===== config.mk =====
export PLATFORM = sky130hd
export DESIGN_NAME = bitstream_container_unwrapper
export DESIGN_NICKNAME = d
export VERILOG_FILES = /design/src/hw/rtl/bcu_pkg.sv /design/src/hw/rtl/bcu_front.sv /design/src/hw/rtl/bcu_fifo.sv /design/src/hw/rtl/bcu_back.sv /design/src/hw/rtl/bitstream_container_unwrapper.sv
export VERILOG_INCLUDE_DIRS = /design/src /design/src/hw/rtl
export SDC_FILE = /design/constraint.sdc
export NUM_CORES = 1
export LEC_CHECK = 0
export BUFFER_PORTS_ARGS = -buffer_cell sky130_fd_sc_hd__buf_4
export CORE_MARGIN = 1
export CORE_UTILIZATION = 47
export DETAILED_ROUTE_END_ITERATION = 8
export HOLD_SLACK_MARGIN = 0.06
export MAX_ROUTING_LAYER = met4
export PLACE_DENSITY_LB_ADDON = 0.1
export SYNTH_ARGS = -nofsm -noshare
export SYNTH_HDL_FRONTEND = slang
export SYNTH_HIERARCHICAL = 1
export SYNTH_SLANG_ARGS = --single-unit

===== constraint.sdc =====
create_clock -name clk_i -period 6.65 [get_ports clk_i]
set_clock_uncertainty 0.1 [all_clocks]
set_input_delay 0.3325 -clock clk_i [delete_from_list [all_inputs] [get_ports clk_i]]
set_output_delay 0.3325 -clock clk_i [all_outputs]
set_load 0.05 [all_outputs]

===== src/hw/rtl/bitstream_container_unwrapper_defines.svh =====
// assertion macros used by the top level of the container unwrapper
`ifndef BITSTREAM_CONTAINER_UNWRAPPER_DEFINES_SVH
`define BITSTREAM_CONTAINER_UNWRAPPER_DEFINES_SVH
`ifndef NO_ASSERTIONS
// checked at every clock edge while reset is released
`define BCU_ASSERT(name, clk, rst_n, prop, msg) \
  name: assert property (@(posedge clk) disable iff (!rst_n) prop) else $error(msg);
// checked at every clock edge, reset included
`define BCU_ASSERT_ALWAYS(name, clk, prop, msg) \
  name: assert property (@(posedge clk) prop) else $error(msg);
`else
`define BCU_ASSERT(name, clk, rst_n, prop, msg)
`define BCU_ASSERT_ALWAYS(name, clk, prop, msg)
`endif
`endif


===== src/hw/rtl/bcu_pkg.sv =====
// types, codes and magic tables of the bitstream container unwrapper
`default_nettype none
package bcu_pkg;

  // error codes of an error report
  localparam logic [2:0] ErrFileMagic = 3'd0;
  localparam logic [2:0] ErrUnknownField = 3'd1;
  localparam logic [2:0] ErrMetaTooLong = 3'd2;
  localparam logic [2:0] ErrFwTooSmall = 3'd3;
  localparam logic [2:0] ErrUnaligned = 3'd4;
  localparam logic [2:0] ErrFwMagic = 3'd5;
  localparam logic [2:0] ErrBadSync = 3'd6;
  localparam logic [2:0] ErrTruncated = 3'd7;

  // field types
  localparam logic [7:0] TypeMetaFirst = 8'h61;
  localparam logic [7:0] TypeMetaLast = 8'h64;
  localparam logic [7:0] TypeFirmware = 8'h65;

  // sync words as seen in file byte order
  localparam logic [31:0] SyncSwapped = 32'hAA995566;
  localparam logic [31:0] SyncPlain = 32'h665599AA;

  localparam logic [15:0] MaxMetaReset = 16'd256;
  localparam logic [31:0] FwMinLength = 32'd52;
  localparam logic [31:0] FwMagicLength = 32'd48;

  // what one parsed byte leaves for the output side
  typedef struct packed {
    logic        word_v;
    logic [31:0] word;
    logic        last;
    logic        err_v;
    logic [2:0]  code;
  } event_t;

  // queue head as seen by the output side
  typedef struct packed {
    logic   valid;
    event_t ev;
  } head_t;

  // 13-byte file magic
  function automatic logic [7:0] file_magic_byte(input logic [3:0] idx);
    logic [7:0] v;
    case (idx)
      4'd0, 4'd10, 4'd11: v = 8'h00;
      4'd1: v = 8'h09;
      4'd2, 4'd4, 4'd6, 4'd8: v = 8'h0f;
      4'd3, 4'd5, 4'd7, 4'd9: v = 8'hf0;
      4'd12: v = 8'h01;
      default: v = 8'h00;
    endcase
    return v;
  endfunction

  // 48-byte firmware magic
  function automatic logic [7:0] fw_magic_byte(input logic [5:0] idx);
    logic [7:0] v;
    case (idx)
      6'd32, 6'd33, 6'd34, 6'd38: v = 8'h00;
      6'd35: v = 8'hbb;
      6'd36: v = 8'h11;
      6'd37: v = 8'h22;
      6'd39: v = 8'h44;
      default: v = 8'hff;
    endcase
    return v;
  endfunction

endpackage
`default_nettype wire


===== src/hw/rtl/bcu_front.sv =====
// byte parser: walks the container fields and classifies each beat
`default_nettype none
module bcu_front
  import bcu_pkg::*;
(
  input  wire logic        clk_i,
  input  wire logic        rst_ni,
  input  wire logic        accept_i,
  input  wire logic [7:0]  data_byte_i,
  input  wire logic        end_of_file_i,
  input  wire logic        cfg_valid_i,
  input  wire logic [15:0] cfg_data_i,
  output event_t           ev_o,
  output logic             push_o
);

  localparam logic [3:0] PhFileMagic = 4'd0;
  localparam logic [3:0] PhType = 4'd1;
  localparam logic [3:0] PhMetaLen = 4'd2;
  localparam logic [3:0] PhMetaSkip = 4'd3;
  localparam logic [3:0] PhFwLen = 4'd4;
  localparam logic [3:0] PhFwMagic = 4'd5;
  localparam logic [3:0] PhFwData = 4'd6;
  localparam logic [3:0] PhDone = 4'd7;
  localparam logic [3:0] PhError = 4'd8;

  logic [3:0]  phase_q, phase_d;
  logic [5:0]  cnt_q, cnt_d;
  logic [31:0] rem_q, rem_d;
  logic [31:0] acc_q, acc_d;
  logic        swap_q, swap_d;
  logic [23:0] wb_q, wb_d;
  logic [1:0]  biw_q, biw_d;
  logic        first_q, first_d;
  logic [15:0] max_meta_q;

  logic        err;
  logic [2:0]  code;
  logic [31:0] w;
  logic        swap_n;

  // configuration register
  always_ff @(posedge clk_i or negedge rst_ni) begin
    if (!rst_ni) begin
      max_meta_q <= MaxMetaReset;
    end else if (cfg_valid_i) begin
      max_meta_q <= cfg_data_i;
    end
  end

  // next parse state and the event of this beat
  always_comb begin
    phase_d = phase_q;
    cnt_d = cnt_q;
    rem_d = rem_q;
    acc_d = acc_q;
    swap_d = swap_q;
    wb_d = wb_q;
    biw_d = biw_q;
    first_d = first_q;
    err = 1'b0;
    code = ErrFileMagic;
    w = {wb_q, data_byte_i};
    swap_n = swap_q;
    ev_o = '0;
    case (phase_q)
      PhFileMagic: begin
        if (data_byte_i != file_magic_byte(cnt_q[3:0])) begin
          err = 1'b1;
          code = ErrFileMagic;
        end else if (cnt_q == 6'd12) begin
          cnt_d = '0;
          phase_d = PhType;
        end else begin
          cnt_d = cnt_q + 6'd1;
        end
      end
      PhType: begin
        cnt_d = '0;
        acc_d = '0;
        if (data_byte_i >= TypeMetaFirst && data_byte_i <= TypeMetaLast) begin
          phase_d = PhMetaLen;
        end else if (data_byte_i == TypeFirmware) begin
          phase_d = PhFwLen;
        end else begin
          err = 1'b1;
          code = ErrUnknownField;
        end
      end
      PhMetaLen: begin
        acc_d = {acc_q[23:0], data_byte_i};
        if (cnt_q[0]) begin
          if (acc_d[15:0] > max_meta_q) begin
            err = 1'b1;
            code = ErrMetaTooLong;
          end else if (acc_d[15:0] == 16'd0) begin
            phase_d = PhType;
          end else begin
            rem_d = {16'd0, acc_d[15:0]};
            phase_d = PhMetaSkip;
          end
        end else begin
          cnt_d = 6'd1;
        end
      end
      PhMetaSkip: begin
        rem_d = rem_q - 32'd1;
        if (rem_q == 32'd1) begin
          phase_d = PhType;
        end
      end
      PhFwLen: begin
        acc_d = {acc_q[23:0], data_byte_i};
        if (cnt_q[1:0] == 2'd3) begin
          if (acc_d < FwMinLength) begin
            err = 1'b1;
            code = ErrFwTooSmall;
          end else if (acc_d[1:0] != 2'd0) begin
            err = 1'b1;
            code = ErrUnaligned;
          end else begin
            rem_d = acc_d - FwMagicLength;
            cnt_d = '0;
            phase_d = PhFwMagic;
          end
        end else begin
          cnt_d = cnt_q + 6'd1;
        end
      end
      PhFwMagic: begin
        if (data_byte_i != fw_magic_byte(cnt_q)) begin
          err = 1'b1;
          code = ErrFwMagic;
        end else if (cnt_q == 6'd47) begin
          cnt_d = '0;
          biw_d = '0;
          wb_d = '0;
          first_d = 1'b1;
          phase_d = PhFwData;
        end else begin
          cnt_d = cnt_q + 6'd1;
        end
      end
      PhFwData: begin
        if (biw_q != 2'd3) begin
          wb_d = {wb_q[15:0], data_byte_i};
          biw_d = biw_q + 2'd1;
        end else begin
          biw_d = '0;
          wb_d = '0;
          // the sync word decides the byte order of every word
          if (first_q) begin
            if (w == SyncSwapped) begin
              swap_n = 1'b1;
            end else if (w == SyncPlain) begin
              swap_n = 1'b0;
            end else begin
              err = 1'b1;
              code = ErrBadSync;
            end
          end
          swap_d = swap_n;
          if (!err) begin
            first_d = 1'b0;
            rem_d = rem_q - 32'd4;
            ev_o.word_v = 1'b1;
            ev_o.word = swap_n ? {w[7:0], w[15:8], w[23:16], w[31:24]} : w;
            ev_o.last = (rem_q == 32'd4);
            if (rem_q == 32'd4) begin
              phase_d = PhDone;
            end
          end
        end
      end
      default: begin
      end
    endcase

    if (err) begin
      phase_d = PhError;
      ev_o.err_v = 1'b1;
      ev_o.code = code;
    end

    // end of file: report an unfinished file, then start over
    if (end_of_file_i) begin
      if (phase_d != PhDone && phase_d != PhError) begin
        ev_o.err_v = 1'b1;
        ev_o.code = ErrTruncated;
      end
      phase_d = PhFileMagic;
      cnt_d = '0;
      rem_d = '0;
      acc_d = '0;
      swap_d = 1'b0;
      wb_d = '0;
      biw_d = '0;
      first_d = 1'b0;
    end
  end

  assign push_o = accept_i && (ev_o.word_v || ev_o.err_v);

  // parse state moves only on accepted beats
  always_ff @(posedge clk_i or negedge rst_ni) begin
    if (!rst_ni) begin
      phase_q <= PhFileMagic;
      cnt_q <= '0;
      rem_q <= '0;
      acc_q <= '0;
      swap_q <= 1'b0;
      wb_q <= '0;
      biw_q <= '0;
      first_q <= 1'b0;
    end else if (accept_i) begin
      phase_q <= phase_d;
      cnt_q <= cnt_d;
      rem_q <= rem_d;
      acc_q <= acc_d;
      swap_q <= swap_d;
      wb_q <= wb_d;
      biw_q <= biw_d;
      first_q <= first_d;
    end
  end

endmodule
`default_nettype wire


===== src/hw/rtl/bcu_fifo.sv =====
// short event queue between parser and output side
`default_nettype none
module bcu_fifo
  import bcu_pkg::*;
#(
  parameter int unsigned Depth = 4
) (
  input  wire logic   clk_i,
  input  wire logic   rst_ni,
  input  wire logic   push_i,
  input  wire event_t ev_i,
  input  wire logic   pop_i,
  output head_t       head_o,
  output logic        full_o
);

  localparam int unsigned PtrW = (Depth > 1) ? $clog2(Depth) : 1;
  localparam int unsigned CntW = $clog2(Depth + 1);

  event_t            mem_q [Depth];
  logic [PtrW-1:0]   wr_q, rd_q;
  logic [CntW-1:0]   cnt_q;
  logic              do_pop;

  assign full_o = (cnt_q == CntW'(Depth));
  assign head_o.valid = (cnt_q != '0);
  assign head_o.ev = mem_q[rd_q];
  assign do_pop = pop_i && head_o.valid;

  // storage
  always_ff @(posedge clk_i) begin
    if (push_i) begin
      mem_q[wr_q] <= ev_i;
    end
  end

  // pointers and fill count
  always_ff @(posedge clk_i or negedge rst_ni) begin
    if (!rst_ni) begin
      wr_q <= '0;
      rd_q <= '0;
      cnt_q <= '0;
    end else begin
      if (push_i) begin
        wr_q <= (wr_q == PtrW'(Depth - 1)) ? '0 : wr_q + PtrW'(1);
      end
      if (do_pop) begin
        rd_q <= (rd_q == PtrW'(Depth - 1)) ? '0 : rd_q + PtrW'(1);
      end
      if (push_i && !do_pop) begin
        cnt_q <= cnt_q + CntW'(1);
      end else if (do_pop && !push_i) begin
        cnt_q <= cnt_q - CntW'(1);
      end
    end
  end

endmodule
`default_nettype wire


===== src/hw/rtl/bcu_back.sv =====
// output side: splits events into result beats behind an output register
`default_nettype none
module bcu_back
  import bcu_pkg::*;
(
  input  wire logic        clk_i,
  input  wire logic        rst_ni,
  input  wire head_t       head_i,
  output logic             pop_o,
  output logic             valid_o,
  input  wire logic        ready_i,
  output logic             kind_o,
  output logic [31:0]      word_o,
  output logic [2:0]       code_o,
  output logic             last_o
);

  logic        valid_q;
  logic        kind_q, last_q;
  logic [31:0] word_q;
  logic [2:0]  code_q;
  logic        pend_q;
  logic [2:0]  pend_code_q;
  logic        load;

  // output register free or being emptied this cycle
  assign load = !valid_q || ready_i;
  assign pop_o = load && !pend_q && head_i.valid;

  assign valid_o = valid_q;
  assign kind_o = kind_q;
  assign word_o = word_q;
  assign code_o = code_q;
  assign last_o = last_q;

  // control: beat valid and the error still owed by the last event
  always_ff @(posedge clk_i or negedge rst_ni) begin
    if (!rst_ni) begin
      valid_q <= 1'b0;
      pend_q <= 1'b0;
    end else if (load) begin
      if (pend_q) begin
        valid_q <= 1'b1;
        pend_q <= 1'b0;
      end else if (head_i.valid) begin
        valid_q <= 1'b1;
        pend_q <= head_i.ev.word_v && head_i.ev.err_v;
      end else begin
        valid_q <= 1'b0;
      end
    end
  end

  // payload: a word goes first, its error report after it
  always_ff @(posedge clk_i) begin
    if (load) begin
      if (pend_q) begin
        kind_q <= 1'b1;
        word_q <= '0;
        code_q <= pend_code_q;
        last_q <= 1'b0;
      end else if (head_i.valid) begin
        pend_code_q <= head_i.ev.code;
        if (head_i.ev.word_v) begin
          kind_q <= 1'b0;
          word_q <= head_i.ev.word;
          code_q <= '0;
          last_q <= head_i.ev.last;
        end else begin
          kind_q <= 1'b1;
          word_q <= '0;
          code_q <= head_i.ev.code;
          last_q <= 1'b0;
        end
      end
    end
  end

endmodule
`default_nettype wire


===== src/hw/rtl/bitstream_container_unwrapper.sv =====
// top level of the bitstream container unwrapper
//
//   channel   direction  payload
//   s_axis    in         tdata[7:0] data_byte, tlast end_of_file
//   m_axis    out        tdata[31:0] word, [34:32] error_code; tuser kind; tlast last
//   cfg       in         cfg_data_i[15:0] max_meta_length
//
// one byte is accepted per clock while the event queue has room; a byte that
// ends a word and also ends the file gives two result beats, the error report
// following the word. a byte's result passes the queue write and then the
// output register. reset clears parse state, queue and output; max_meta_length
// returns to 256. an output stall backs up through the queue and only then
// holds s_axis_tready low.
`default_nettype none
`include "bitstream_container_unwrapper_defines.svh"
module bitstream_container_unwrapper
  import bcu_pkg::*;
#(
  parameter int unsigned FifoDepth = 4
) (
  input  wire logic        clk_i,
  input  wire logic        rst_ni,
  input  wire logic        s_axis_tvalid,
  output logic             s_axis_tready,
  input  wire logic [7:0]  s_axis_tdata,  // data_byte
  input  wire logic        s_axis_tlast,
  output logic             m_axis_tvalid,
  input  wire logic        m_axis_tready,
  output logic [39:0]      m_axis_tdata,  // word, error_code, zero fill
  output logic [0:0]       m_axis_tuser,  // kind
  output logic             m_axis_tlast,
  input  wire logic        cfg_valid_i,
  output logic             cfg_ready_o,
  input  wire logic [15:0] cfg_data_i
);

  event_t      ev;
  logic        push;
  logic        pop;
  logic        full;
  head_t       head;
  logic        accept;
  logic        kind;
  logic [31:0] word;
  logic [2:0]  code;

  assign s_axis_tready = !full;
  assign accept = s_axis_tvalid && s_axis_tready;
  assign cfg_ready_o = 1'b1;

  bcu_front u_front (
    .clk_i         (clk_i),
    .rst_ni        (rst_ni),
    .accept_i      (accept),
    .data_byte_i   (s_axis_tdata),
    .end_of_file_i (s_axis_tlast),
    .cfg_valid_i   (cfg_valid_i),
    .cfg_data_i    (cfg_data_i),
    .ev_o          (ev),
    .push_o        (push)
  );

  bcu_fifo #(
    .Depth (FifoDepth)
  ) u_fifo (
    .clk_i  (clk_i),
    .rst_ni (rst_ni),
    .push_i (push),
    .ev_i   (ev),
    .pop_i  (pop),
    .head_o (head),
    .full_o (full)
  );

  bcu_back u_back (
    .clk_i   (clk_i),
    .rst_ni  (rst_ni),
    .head_i  (head),
    .pop_o   (pop),
    .valid_o (m_axis_tvalid),
    .ready_i (m_axis_tready),
    .kind_o  (kind),
    .word_o  (word),
    .code_o  (code),
    .last_o  (m_axis_tlast)
  );

  assign m_axis_tdata = {5'd0, code, word};
  assign m_axis_tuser = kind;

  // consistency of result beats
  `BCU_ASSERT(a_last_is_word, clk_i, rst_ni, m_axis_tvalid && m_axis_tlast |-> !m_axis_tuser[0], "last flag on an error report")
  `BCU_ASSERT(a_err_word_zero, clk_i, rst_ni, m_axis_tvalid && m_axis_tuser[0] |-> m_axis_tdata[31:0] == 32'd0, "error report carries a word")
  `BCU_ASSERT(a_word_code_zero, clk_i, rst_ni, m_axis_tvalid && !m_axis_tuser[0] |-> m_axis_tdata[34:32] == 3'd0, "firmware word carries an error code")
  `BCU_ASSERT(a_no_pop_empty, clk_i, rst_ni, pop |-> head.valid || !m_axis_tvalid || m_axis_tready, "queue popped while output held")

endmodule
`default_nettype wire


* Word level (Yosys, flattened, before mapping)
Memory sizes are Yosys's and may differ from the RTL's.
Cells that the tools add are included.
** Operators by class
- Order comparisons :: 4
- Equal/unequal tests :: 45
- Reductions and logical operators :: 39
- Add/subtract/negate cells :: 9
- Multiplexer cells :: 123
- Bitwise operators :: 1
** Operators by type and width (number)
- 32-bit two-way mux :: 12
- 32-bit case mux with 4 select lines :: 1
- 24-bit two-way mux :: 5
- 34-bit two-way mux :: 3
- 24-bit case mux with 2 select lines :: 2
- 4-bit two-way mux :: 20
- 6-bit == test, second input constant :: 9
- 6-bit two-way mux :: 9
- 3-bit two-way mux :: 15
- 8-bit case mux with 5 select lines :: 1
- 1-bit two-way mux :: 39
- 32-bit by 1-bit == test with 1-bit output, second input constant :: 1
- 32-bit by 3-bit == test with 1-bit output, second input constant :: 1
- 32-bit by 31-bit == test with 1-bit output, second input constant :: 1
- 32-bit == test, second input constant :: 1
- 32-bit by 6-bit less-than comparator with 1-bit output, second input constant :: 1
- 32-bit by 1-bit subtractor with 32-bit output, second input constant :: 1
- 32-bit by 3-bit subtractor with 32-bit output, second input constant :: 1
- 32-bit by 6-bit subtractor with 32-bit output, second input constant :: 1
- 6-bit case mux with 5 select lines :: 1
- 4-bit case mux with 7 select lines :: 1
- 3-bit inequality test, second input constant :: 9
- 16-bit > comparator :: 1
- 16-bit logical NOT :: 1
- other kinds (41) :: 84
** Storage, ports and cells
- Memory bits (read-only) :: 128
- Register bits after elaboration :: 159
- Input bits :: 30
- Bits in writable memories :: 152
- Memories :: 2
** Memories
- u_fifo.mem_q :: depth 4, bits a word 38, rd ports 1, clocked after Yosys merged registers in 0, write ports 1, line bcu_fifo.sv:20 : event_t mem_q [Depth];
- (name not given) :: depth 16, bits a word 8, rd ports 1, clocked after Yosys merged registers in 0, write ports 0, line bcu_pkg.sv:46 : case (idx)

* Logic depth before layout (Yosys ltp)
- Word-level depth :: 20
- Gate-level depth with buffers :: 18
- Depth with buffers taken out :: 16

* Modules after synthesis
The synthesis kept the hierarchy.
** By module, submodules not included
- bcu_front :: instances 1, area each 8458.1 um^2, cells each 1011, seq. area each 2753.9 um^2
- bcu_fifo :: instances 1, area each 5959.5 um^2, cells each 236, seq. area each 4739.5 um^2
- bcu_back :: instances 1, area each 1620.3 um^2, cells each 94, seq. area each 1251.2 um^2
- bitstream_container_unwrapper :: instances 1, area each 62.6 um^2, cells each 10, seq. area each 0.0 um^2

* Worst setup path before layout
No wires, ideal clock.
- Path type :: flip-flop to flip-flop
- From :: reg u_front.cnt_q[0]
- To :: mem u_fifo/mem_q[3][0] in the netlist's numbering (enable)
- Setup slack :: 2279 ps
- Cell stages (with the launch flop) :: 14
- Clock period less this slack :: 4371 ps
- Library setup time :: 399 ps
- Required time :: 6151 ps
- Data arrival time :: 3872 ps
- Path through :: dfrtp_1 -> clkbuf_1 -> inv_1 -> ha_1 -> clkbuf_1 -> or4_1 -> and4_1 -> o211ai_1 -> a221o_1 -> o211ai_1 -> a32oi_1 -> nand2_1 -> a41oi_1 -> and2_1
** On the way
- Longest elaborated chain between the ends :: 16
** Ends and longest elaborated chain
- start, declared :: line bcu_front.sv:28 : logic [5:0] cnt_q, cnt_d;
- start signal, assigned :: line bcu_front.sv:217 : cnt_q <= cnt_d;
- 6-bit == test :: line bcu_pkg.sv:60 : case (idx)
- 4-bit OR reduction :: line bcu_pkg.sv:60
- 8-bit case mux with 5 select lines :: line bcu_pkg.sv:60
- 8-bit two-way mux :: line bcu_front.sv:66 : case (phase_q)
- 8-bit inequality test :: line bcu_front.sv:131 : if (data_byte_i != fw_magic_byte(cnt_q)) begin
- 4-bit two-way mux / 1-bit two-way mux (equally long branches) :: line bcu_front.sv:131
- 4-bit case mux with 7 select lines / 1-bit case mux with 6 select lines (equally long branches) :: line bcu_front.sv:66
- 4-bit two-way mux :: line bcu_front.sv:179 : if (err) begin
- 4-bit by 3-bit inequality test with 1-bit output / 4-bit inequality test (equally long branches) :: line bcu_front.sv:187 : if (phase_d != PhDone && phase_d != PhError) begin
- 1-bit logical AND :: line bcu_front.sv:187
- 4-bit two-way mux :: line bcu_front.sv:187
- 4-bit two-way mux (*) :: line bcu_front.sv:186 : if (end_of_file_i) begin
- 1-bit logical OR (*) :: line bcu_front.sv:202 : assign push_o = accept_i && (ev_o.word_v || ev_o.err_v);
- 1-bit logical AND (*) :: line bcu_front.sv:202
- named net push :: line bitstream_container_unwrapper.sv:38 : logic push;
- 1-bit two-way mux (*) :: line bcu_fifo.sv:32 : if (push_i) begin
- 1-bit two-way mux (implied by the code) (*) :: line bcu_fifo.sv:33 : mem_q[wr_q] <= ev_i;
- end, declared :: line bcu_fifo.sv:20
The timed path passes the listed nets; every way through them passes the cells marked *. The select of a mux whose other input is x is not followed.

* Worst setup path in the final report
- From :: reg u_front.rem_q[2]
- To :: mem u_fifo/mem_q[2][17] in the netlist's numbering (enable)
** On the way
- Longest elaborated chain between the ends :: 14
** Ends and longest elaborated chain
- start, declared :: line bcu_front.sv:29 : logic [31:0] rem_q, rem_d;
- start signal, assigned :: line bcu_front.sv:218 : rem_q <= rem_d;
- 32-bit by 3-bit == test with 1-bit output :: line bcu_front.sv:169 : if (rem_q == 32'd4) begin
- 4-bit two-way mux :: line bcu_front.sv:169
- 4-bit two-way mux :: line bcu_front.sv:163 : if (!err) begin
- 4-bit two-way mux :: line bcu_front.sv:145 : if (biw_q != 2'd3) begin
- 4-bit case mux with 7 select lines (*) :: line bcu_front.sv:66
- 4-bit two-way mux (*) :: line bcu_front.sv:179
- 4-bit by 3-bit inequality test with 1-bit output / 4-bit inequality test (equally long branches) :: line bcu_front.sv:187
- 1-bit logical AND (*) :: line bcu_front.sv:187
- 4-bit two-way mux (*) :: line bcu_front.sv:187
- 4-bit two-way mux (*) :: line bcu_front.sv:186
- 1-bit logical OR (*) :: line bcu_front.sv:202
- 1-bit logical AND (*) :: line bcu_front.sv:202
- named net push :: line bitstream_container_unwrapper.sv:38
- 1-bit two-way mux (*) :: line bcu_fifo.sv:32
- 1-bit two-way mux (implied by the code) (*) :: line bcu_fifo.sv:33
The timed path passes the listed nets; every way through them passes the cells marked *.

==> impl_metrics.py <==
metrics = {
    "clocking": {
        "cts_tree": "done",
        "htreeDepth": 2,
        "clock_latency_ns": 0.54,
        "clock_path_buffers": 3,
        "root_buffer": "clkbuf_16",
        "post_cts_buffers": 0,
        "cts_buffers": 36,
        "clk_pin_slew_ns": 0.06,
        "clkSinkCount": 311,
    },
    "logic_synthesis": {
        "async_flop_share": 0.383,
        "ys_seq_elements": 311,
        "yosysSeqAreaShare": 0.543,
        "synth_top_flop_cell": "edfxtp_1",
        "yosys.area_share.simple": 0.143,
        "synthMuxAreaShare": 0.0953,
        "avgSynthCellArea_sq_um": 11.9,
        "synth_top_cells_by_count": "edfxtp_1, dfrtp_1, nand2_1, nor2_1, inv_1",
        "netlist-cell-type-count": 95,
        "synth_edf_count": 192,
        "ys_warn_count": 6,
        "synth_xor_area_frac": 0.0114,
        "yosysMostFrequentCell": "edfxtp_1",
        "synth_top_area_frac": 0.358,
        "synth_top_family_by_area": "simple AND/OR/NAND/NOR gates",
        "yosys-top-cells-area": "edfxtp_1, dfrtp_1, mux4_2",
        "netlist_instances": 1351,
        "yosys.area.top_type": "edfxtp_1",
        "synth_compound_area_frac": 0.133,
        "synthAdderAreaFrac": 0.0284,
        "synth_area_sq_mm": 0.0161,
    },
    "setup_path": {
        "worstPathArrival_ns": 5.16,
        "crit_fanout": 29,
        "critical_path.top_delay_family": "simple AND/OR/NAND/NOR gates",
        "worst-setup-path-type": "reg -> reg",
        "r2r-start": "u_front/rem_q[2]",
        "path_cells": "inv_1, ha_1, or3b_1, nor4_2, nand4_1, a211oi_1, o211ai_1, a32oi_1, nand2_1, a41oi_1, and2_2, buf_4",
        "cp_slowest_stage_delay_ns": 0.77,
        "crit_required_ns": 6.77,
        "slowest_stage": "and2_2",
        "crit_start": "u_front/rem_q[2]",
        "path_buf_inv": 2,
        "cp-start-kind": "flop",
        "worstSetupEndpointType": "flop",
    },
    "cells_and_area": {
        "drive_gt1_frac": 0.161,
        "final_cells": 1889,
        "antenna_cells": 0,
        "area_growth_pct": 13.5,
        "utilization": 0.544,
        "fin_nets": 1482,
    },
    "timing": {
        "min_period_over_period": 0.759,
        "setup_tns_ns": 0,
        "period_needed_ns": 5.05,
        "slew_headroom": 0.266,
        "slew_violations": 0,
        "rsz0062_at_grt": "no",
        "setup_viol": 0,
        "hold_viol_final": 0,
        "whs_ns": 0.0782,
        "tightest_slew_ns": 1.10,
        "fmax_mhz": 198,
    },
    "min_path": {
        "min_from": "s_axis_tlast",
        "worst_hold_path_type": "in -> reg",
    },
    "floorplan": {
        "ios": 75,
        "die_h_um": 187,
        "core_sq_mm": 0.0336,
        "chipWidth_um": 187,
        "num_rows": 67,
        "fp.dieArea_sq_mm": 0.0350,
        "start_util": 0.479,
    },
    "placement": {
        "place_hpwl_um": 25500,
        "gp_congestion": 0.915,
        "dp.cells": 1802,
        "port_buffers": 68,
    },
    "detailed_routing": {
        "wl_met3_um": 1720,
        "wl_per_cell_um": 20.6,
        "drtPass1Iterations": 5,
        "via_count": 11218,
        "wl_um": 38800,
        "routed-wl-met2_um": 18800,
        "ant_nets": 0,
        "drt_first_iter_violations": 890,
        "via_per_inst": 5.94,
        "dr.max_layer_used": "met4",
        "wl_met1_um": 17100,
        "drc": 0,
    },
    "power_and_ir_drop": {
        "power_leakage_nw": 6.98,
        "power_density_mw_per_mm2": 420,
        "finalPower_w": 0.00767,
        "ir_drop_v": 0.000227,
    },
    "global_route": {
        "antenna_found_initial": 0,
        "overflow": 0,
        "grt_pass1_wl_um": 62100,
        "first_global_vias": 11159,
        "grt_max_degree": 79,
        "grt_usage": 0.231,
    },
    "status": {
        "status": "finished clean",
    },
    "job": {
        "drv_cap": 0,
    },
}
==> logic make-up (layout without fill, tap and decap cells) <==
family	Yosys count	after routing
AOI/OAI and AO/OA	290	290
xor gates and xnor gates	21	21
adders and majority gates	36	36
buffers and inverters	150	236
DFF	311	311
muxes	105	105
other	2	6
and+or+nand+nor	436	436
==> path summary, 6_finish.rpt <==
check	end	slack, ns	cells after the start
max in group asynchronous	u_front/acc_q[18]	4.71	3
worst max register to register	u_fifo/mem_q[2][17]	1.60	12
worst min-delay path	u_front/swap_q	0.08	2
worst min register to register	u_fifo/cnt_q[2]	0.39	1
worst max-delay path	u_fifo/mem_q[2][17]	1.60	12
min in group asynchronous	u_front/wb_q[15]	0.26	2
==> flip-flops by register name (all words and copies together), names as in the netlist, 3 cells and up <==
name,count
u_back/code_o,3
u_front/acc_q,24
u_front/rem_q,32
u_front/max_meta_q,16
u_fifo/mem_q,152
u_back/word_o,32
u_front/cnt_q,6
u_fifo/cnt_q,3
u_front/wb_q,24
u_back/pend_code_q,3
u_front/phase_q,4
==> per-stage QoR <==
step | setup slack, ns | area (sq um)
final | 1.60 | 18300
after global routing | 1.24 | 18300
after CTS | 1.59 | 18300
after detailed placement | 1.64 | 16800
after global placement | 1.76 | 16800
after floorplan | 2.28 | 16100
==> metal layers <==
layer	vias up	GRT usage
met5	-	-
met4	0	0.0791
met3	88	0.0296
met2	332	0.374
met1	5563	0.301
li1	5235	-
==> layout by cell type (no fill, tap or decap), types with 18 or more instances in the layout <==
cell,synthesis,routed
mux4_2,38,38
clkbuf_16,0,36
nor3_1,34,34
mux2i_1,61,61
and2_1,32,28
inv_1,62,62
o21ai_0,47,46
ha_1,35,35
buf_4,11,85
o31ai_1,18,18
a21oi_1,51,51
nor2_1,100,99
nand2_1,111,111
edfxtp_1,192,192
nand3_1,24,24
dlygate4sd3_1,0,24
a22o_1,34,34
dfrtp_1,118,117
==> where the power goes <==
part           internal (W)  switching [W]
Clock               0.00121       0.000776
Sequential          0.00257       0.000290
Combinational       0.00104        0.00178
==> cell type report <==
type | instances | area, sq um
multi-input combinational | 894 | 6660
timing repair buffer | 109 | 878
tap | 448 | 561
sequential | 311 | 8750
clock inverter | 13 | 153
fill | 2876 | 15300
inverter | 64 | 240
clock buffer | 50 | 1040
==> repair_timing <==
action | 4_1_cts | 5_1_grt
hold buffers | 24 | 0
hold endpoints to repair | 61 | 0
resized for setup | 0 | 0
No activity file was read; power rests on OpenSTA's default activity.
